File: config.mk
export PLATFORM = sky130hd
export DESIGN_NAME = tli_divider
export DESIGN_NICKNAME = d
export VERILOG_FILES = /design/src/rtl/table_linear_interpolator_assert.svh /design/src/rtl/tli_pkg.sv /design/src/rtl/tli_divider.sv
export SDC_FILE = /design/constraint.sdc
export NUM_CORES = 1
export LEC_CHECK = 0
export BUFFER_PORTS_ARGS = -buffer_cell sky130_fd_sc_hd__buf_2
export CORE_AREA = 2 2 136 138
export DETAILED_ROUTE_END_ITERATION = 10
export DIE_AREA = 0 0 138 140
export PLACE_DENSITY_LB_ADDON = 0.12
export SETUP_SLACK_MARGIN = 0.4
export SLEW_MARGIN = 25
export SYNTH_ARGS = -nofsm -noshare
export SYNTH_HDL_FRONTEND = slang
export SYNTH_SLANG_ARGS = --single-unit
File: constraint.sdc
create_clock -name clk -period 3.3 [get_ports clk]
set_input_delay 0.66 -clock clk [delete_from_list [all_inputs] [get_ports clk]]
set_output_delay 0.66 -clock clk [all_outputs]
set_load 0.1 [all_outputs]
File: src/rtl/table_linear_interpolator_assert.svh
// Assertion macros for the interpolator RTL.
`ifndef TABLE_LINEAR_INTERPOLATOR_ASSERT_SVH
`define TABLE_LINEAR_INTERPOLATOR_ASSERT_SVH

// Same-cycle implication, disabled while reset is asserted.
`define TLI_ASSERT_IMP(label, clk, rst_n, ante, cons, msg) \
  label: assert property (@(posedge clk) disable iff (!rst_n) (ante) |-> (cons)) \
    else $error(msg);

// Next-cycle implication, disabled while reset is asserted.
`define TLI_ASSERT_NXT(label, clk, rst_n, ante, cons, msg) \
  label: assert property (@(posedge clk) disable iff (!rst_n) (ante) |=> (cons)) \
    else $error(msg);

`endif

File: src/rtl/tli_pkg.sv
`timescale 1ns / 1ps

package tli_pkg;

  // Data widths of the Q16.16 words and of the interpolation product.
  localparam int DATA_W     = 32;
  localparam int PROD_W     = 2 * DATA_W;
  localparam int DIV_CNT_W  = $clog2(PROD_W);

  // Command codes.
  localparam logic [1:0] CMD_CLEAR  = 2'd0;
  localparam logic [1:0] CMD_APPEND = 2'd1;
  localparam logic [1:0] CMD_QUERY  = 2'd2;

  // Status codes.
  localparam logic [1:0] ST_OK       = 2'd0;
  localparam logic [1:0] ST_OUTSIDE  = 2'd1;
  localparam logic [1:0] ST_TOO_FEW  = 2'd2;
  localparam logic [1:0] ST_FULL     = 2'd3;

  // Sequencer states.
  typedef enum logic [4:0] {
    S_IDLE = 5'b00001,
    S_SCAN = 5'b00010,
    S_MUL  = 5'b00100,
    S_DIV  = 5'b01000,
    S_OUT  = 5'b10000
  } tli_state_t;

endpackage

File: src/rtl/tli_divider.sv
`timescale 1ns / 1ps

// Restoring unsigned divider, one quotient bit per cycle. The quotient is
// known to fit the data width, so only its low half is returned.
module tli_divider (
  input  logic                          clk,
  input  logic                          rst_n,
  input  logic                          start,
  input  logic [tli_pkg::PROD_W-1:0]    dividend,
  input  logic [tli_pkg::DATA_W-1:0]    divisor,
  output logic                          done,
  output logic [tli_pkg::DATA_W-1:0]    quotient
);
  import tli_pkg::*;

  logic                 busy_r;
  logic                 done_r;
  logic [DIV_CNT_W-1:0] cnt_r;
  logic [DATA_W-1:0]    rem_r;
  logic [DATA_W-1:0]    divisor_r;
  logic [PROD_W-1:0]    quo_r;
  logic [DATA_W:0]      shifted;
  logic [DATA_W:0]      diff;
  logic                 take;

  // One step: bring down the next dividend bit and try the subtraction.
  assign shifted = {rem_r, quo_r[PROD_W-1]};
  assign diff    = shifted - {1'b0, divisor_r};
  assign take    = (shifted >= {1'b0, divisor_r});

  // Control: step counter and completion pulse.
  always_ff @(posedge clk) begin
    if (!rst_n) begin
      busy_r <= 1'b0;
      done_r <= 1'b0;
      cnt_r  <= '0;
    end else begin
      done_r <= 1'b0;
      if (start) begin
        busy_r <= 1'b1;
        cnt_r  <= '1;
      end else if (busy_r) begin
        cnt_r <= cnt_r - 1'b1;
        if (cnt_r == '0) begin
          busy_r <= 1'b0;
          done_r <= 1'b1;
        end
      end
    end
  end

  // Datapath: the dividend shifts out as the quotient shifts in.
  always_ff @(posedge clk) begin
    if (start) begin
      rem_r     <= '0;
      divisor_r <= divisor;
      quo_r     <= dividend;
    end else if (busy_r) begin
      rem_r <= take ? diff[DATA_W-1:0] : shifted[DATA_W-1:0];
      quo_r <= {quo_r[PROD_W-2:0], take};
    end
  end

  assign done     = done_r;
  assign quotient = quo_r[DATA_W-1:0];

endmodule
==> impl_metrics.env <==
export IMPL_status="finished clean"
export IMPL_power_density_mw_per_mm2=535.0
export IMPL_track_usage_pct=17.52
export IMPL_insertion_delay_ps=420
export IMPL_m1WireLength_microns=7375
export IMPL_layout_min_cycle_time_ps=2888
export IMPL_stdcell_area_sq_mm=0.008915
export IMPL_setup_ws_ps=412.3
export IMPL_p_int_mw=3.338
export IMPL_drt_total_wl_microns=16690
export IMPL_nets=908
export IMPL_cts_buffer_depth=2
export IMPL_drv_cap=0
export IMPL_start_util_pct=41.24
export IMPL_clkPwrFrac_pct=36.8
export IMPL_synth_warnings=0
export IMPL_cp_end_kind="flip-flop"
export IMPL_dpl_worst_slack_ps=236.4
export IMPL_synth_cell_types=54
export IMPL_vdd_drop_max_mv=0.3780
export IMPL_power_leakage_nw=3.772
export IMPL_arrival_ps=3170
export IMPL_drcViolationCount=0
export IMPL_avgSynthCellArea_sq_um=11.11
export IMPL_cts_sinks=136
export IMPL_wl_per_cell_microns=16.46
export IMPL_die_area_sq_mm=0.01932
export IMPL_die_h_microns=140
export IMPL_hold_class="in -> reg"
export IMPL_ys_flop_type="edfxtp_1"
export IMPL_cts_tree="built"
export IMPL_switching_share_pct=30.00
export IMPL_final_util_pct=50.14
export IMPL_cp_max_fo=8
export IMPL_fmax_mhz=346.3
export IMPL_synthCells=660
export IMPL_setup_violations=0
export IMPL_max_slew_margin_pct=41.31
export IMPL_grt_overflow=0
export IMPL_drive_gt1_share_pct=36.18
export IMPL_tightest_slew_ps=878.6
export IMPL_rsz0062_at_grt="yes"
export IMPL_fin_crit_sh_pct=87.51
export IMPL_ant_nets=0
export IMPL_synth_edf_count=96
export IMPL_antenna_cells_inserted=0
export IMPL_postCtsHoldBufs=0
export IMPL_place_gp_congestion=0.9253
export IMPL_netlist_area_sq_mm=0.007332
export IMPL_portBuffers=131
export IMPL_grt_max_degree=65
export IMPL_path_class="reg -> reg"
export IMPL_critPathLaunchType="flip-flop"
export IMPL_ioPinCount=132
export IMPL_vias=5281
export IMPL_rows=49
export IMPL_required_ps=3580
export IMPL_drt_pass1_iter_count=4
export IMPL_syn2layout_area_growth_pct=21.59
export IMPL_antenna_found_initial=1
export IMPL_synth_nets=794
export IMPL_reg2reg_setup_slack_ps=410
export IMPL_tns_ps=0
export IMPL_wl_met2_microns=7940
export IMPL_final_hold_viol_count=0
export IMPL_placed_area_sq_mm=0.008046
export IMPL_via_per_inst=5.208
export IMPL_pwr_share_seq_pct=43.1
export IMPL_wl_met3_microns=1087
export IMPL_ys_ff_latch=136
export IMPL_fp_coreArea_sq_mm=0.01778
export IMPL_grt_pass1_wl_microns=27260
export IMPL_ys_seq_area_share_pct=50.24
export IMPL_dieWidth_microns=138
export IMPL_htreeDepth=4
export IMPL_async_flop_share_pct=0
export IMPL_drtIter0Drc=416
export IMPL_top_layer_used="met5"
export IMPL_place_detailed_hpwl_microns=11380
export IMPL_grt_pass1_vias=5428
export IMPL_switchingPower_mw=1.431
export IMPL_combinationalPowerShare_pct=20.0
export IMPL_slew_viol_final=0
export IMPL_clkTransAtPathRegs_ps=60
export IMPL_skew_ps=11.04
export IMPL_cts_root_buf="clkbuf_16"
export IMPL_total_power_mw=4.769
export IMPL_fillers=1656
export IMPL_numCtsBuffers=17
-- synth_stat cells, types with 3 or more instances --
| cell type | n | area (sq um) |
|---|---|---|
| clkbuf_1 | 25 | 93.84 |
| nor3_1 | 12 | 60.06 |
| buf_2 | 3 | 15.01 |
| dfxtp_1 | 40 | 800.8 |
| o21bai_1 | 4 | 30.03 |
| mux2_2 | 64 | 720.7 |
| a211oi_1 | 14 | 105.1 |
| a31oi_1 | 12 | 75.07 |
| a21o_1 | 14 | 105.1 |
| edfxtp_1 | 96 | 2883 |
| a21oi_1 | 31 | 155.2 |
| xor2_1 | 11 | 96.34 |
| nand4_1 | 6 | 37.54 |
| buf_4 | 33 | 247.7 |
| a32oi_1 | 6 | 52.55 |
| ha_1 | 34 | 425.4 |
| nand2_1 | 38 | 142.6 |
| and2_1 | 3 | 18.77 |
| nand3_1 | 19 | 95.09 |
| nor2_1 | 42 | 157.7 |
| o311ai_0 | 5 | 43.79 |
| xnor2_1 | 23 | 201.4 |
| o21a_1 | 3 | 22.52 |
| and3_1 | 6 | 37.54 |
| mux2i_1 | 7 | 70.07 |
| or3_1 | 4 | 25.02 |
| nor2b_1 | 6 | 37.54 |
| inv_1 | 43 | 161.4 |
| nand2b_1 | 6 | 37.54 |
| o21ai_0 | 21 | 105.1 |
-- repair_timing --
action                                  in CTS  in global routing
gates resized for setup                     19                 31
endpoints found under the setup margin      28                 33
buffers inserted                             4                  5
gates cloned                                 2                  0
pin swaps                                    8                 13
-- placed cells by master, fill, tap and decap left out, types with 4 or more instances in the layout --
cell type  synthesis  layout
dfxtp_1           40      40
o311ai_0           5       4
buf_4             33      19
a21o_1            14      14
ha_4               0       6
a21oi_1           31      28
xnor2_1           23      23
mux2_2            64      63
edfxtp_1          96      96
a32oi_1            6       6
nand4_1            6       6
nor2_1            42      41
mux2i_1            7       5
xor2_1            11      11
nand2b_1           6       5
a211oi_1          14      14
nand3_1           19      18
nor2b_1            6       5
inv_1             43      38
a31oi_1           12      12
ha_1              34      25
nand2_1           38      38
o21ai_0           21      18
nor3_1            12      12
o21bai_1           4       4
buf_2              3     130
clkbuf_16          0      17
inv_2              0       5
-- final timing paths --
kind	startpoint	to	depth (start not counted)
worst max-delay path	divisor_r[26]$_DFFE_PP_	rem_r[19]$_SDFFE_PP0P_	12
worst min-delay path	divisor[12]	divisor_r[12]$_DFFE_PP_	1
worst max register to register	divisor_r[26]$_DFFE_PP_	rem_r[19]$_SDFFE_PP0P_	12
worst min register to register	rem_r[30]$_SDFFE_PP0P_	rem_r[30]$_SDFFE_PP0P_	2
-- per-layer routing --
metal | vias to the layer above | GRT usage (%)
met5 | - | 0
met4 | 2 | 6.391
met3 | 21 | 6.462
met1 | 2514 | 21.87
li1 | 2607 | -
met2 | 137 | 27.98
-- sequential cells by signal, indices dropped and copies added, names as in the netlist --
name,flops
quo_r,64
divisor_r,32
rem_r,32
cnt_r,6
busy_r,1
done,1
-- layout make-up --
class                   instances  area [sq um]  share of cell area, %
clock buffers                  18         429.2                  4.814
clock inverters                12         106.4                  1.193
inverters                      43         161.4                  1.811
multi-input cells             419          3306                  37.08
flip-flops and latches        136          3684                  41.32
well taps                     229         286.5                  3.214
repair buffers                157         942.2                  10.57
-- worst max-delay path, stage by stage (launching register included) --
cell and delay, ps:
edfxtp_1 390, inv_2 80, ha_4 210, a21o_1 170, a21o_1 170, a21o_1 160
a221o_1 320, a2111o_1 400, a32oi_4 220, buf_6 160, buf_12 140, mux2i_2 220
a211oi_1 100
-- metrics by stage --
step	hold slack [ps]	std cells
2_1_floorplan	436.3	660
3_3_place_gp	455.4	973
3_5_place_dp	467.2	973
4_1_cts	380.9	1009
5_1_grt	386.3	1014
6_report	407.2	1014
-- kinds of logic (layout without fill, tap and decap cells) --
kind of cell	Yosys count	in the layout	synth area share, %
multiplexers	71	71	10.79
adder cells (fa/ha/maj)	35	35	6.075
AND/OR/NAND/NOR	148	148	9.471
XOR/XNOR	34	34	4.061
AO/OA/AOI/OAI	131	131	12.15
flip-flops	136	136	50.24
buffers and inverters	105	230	7.218
-- power by group through the flow --
stage | combinational, mW | clock, mW | sequential (mW)
CTS | 0.931 | 1.81 | 2.06
detailed placement | 0.915 | 0 | 2.09
global route | 1.03 | 1.88 | 2.07
floorplan | 0.762 | 0 | 2.07
global placement | 0.909 | 0 | 2.09
finish | 0.956 | 1.76 | 2.06
(Power assumes the default switching activity.)
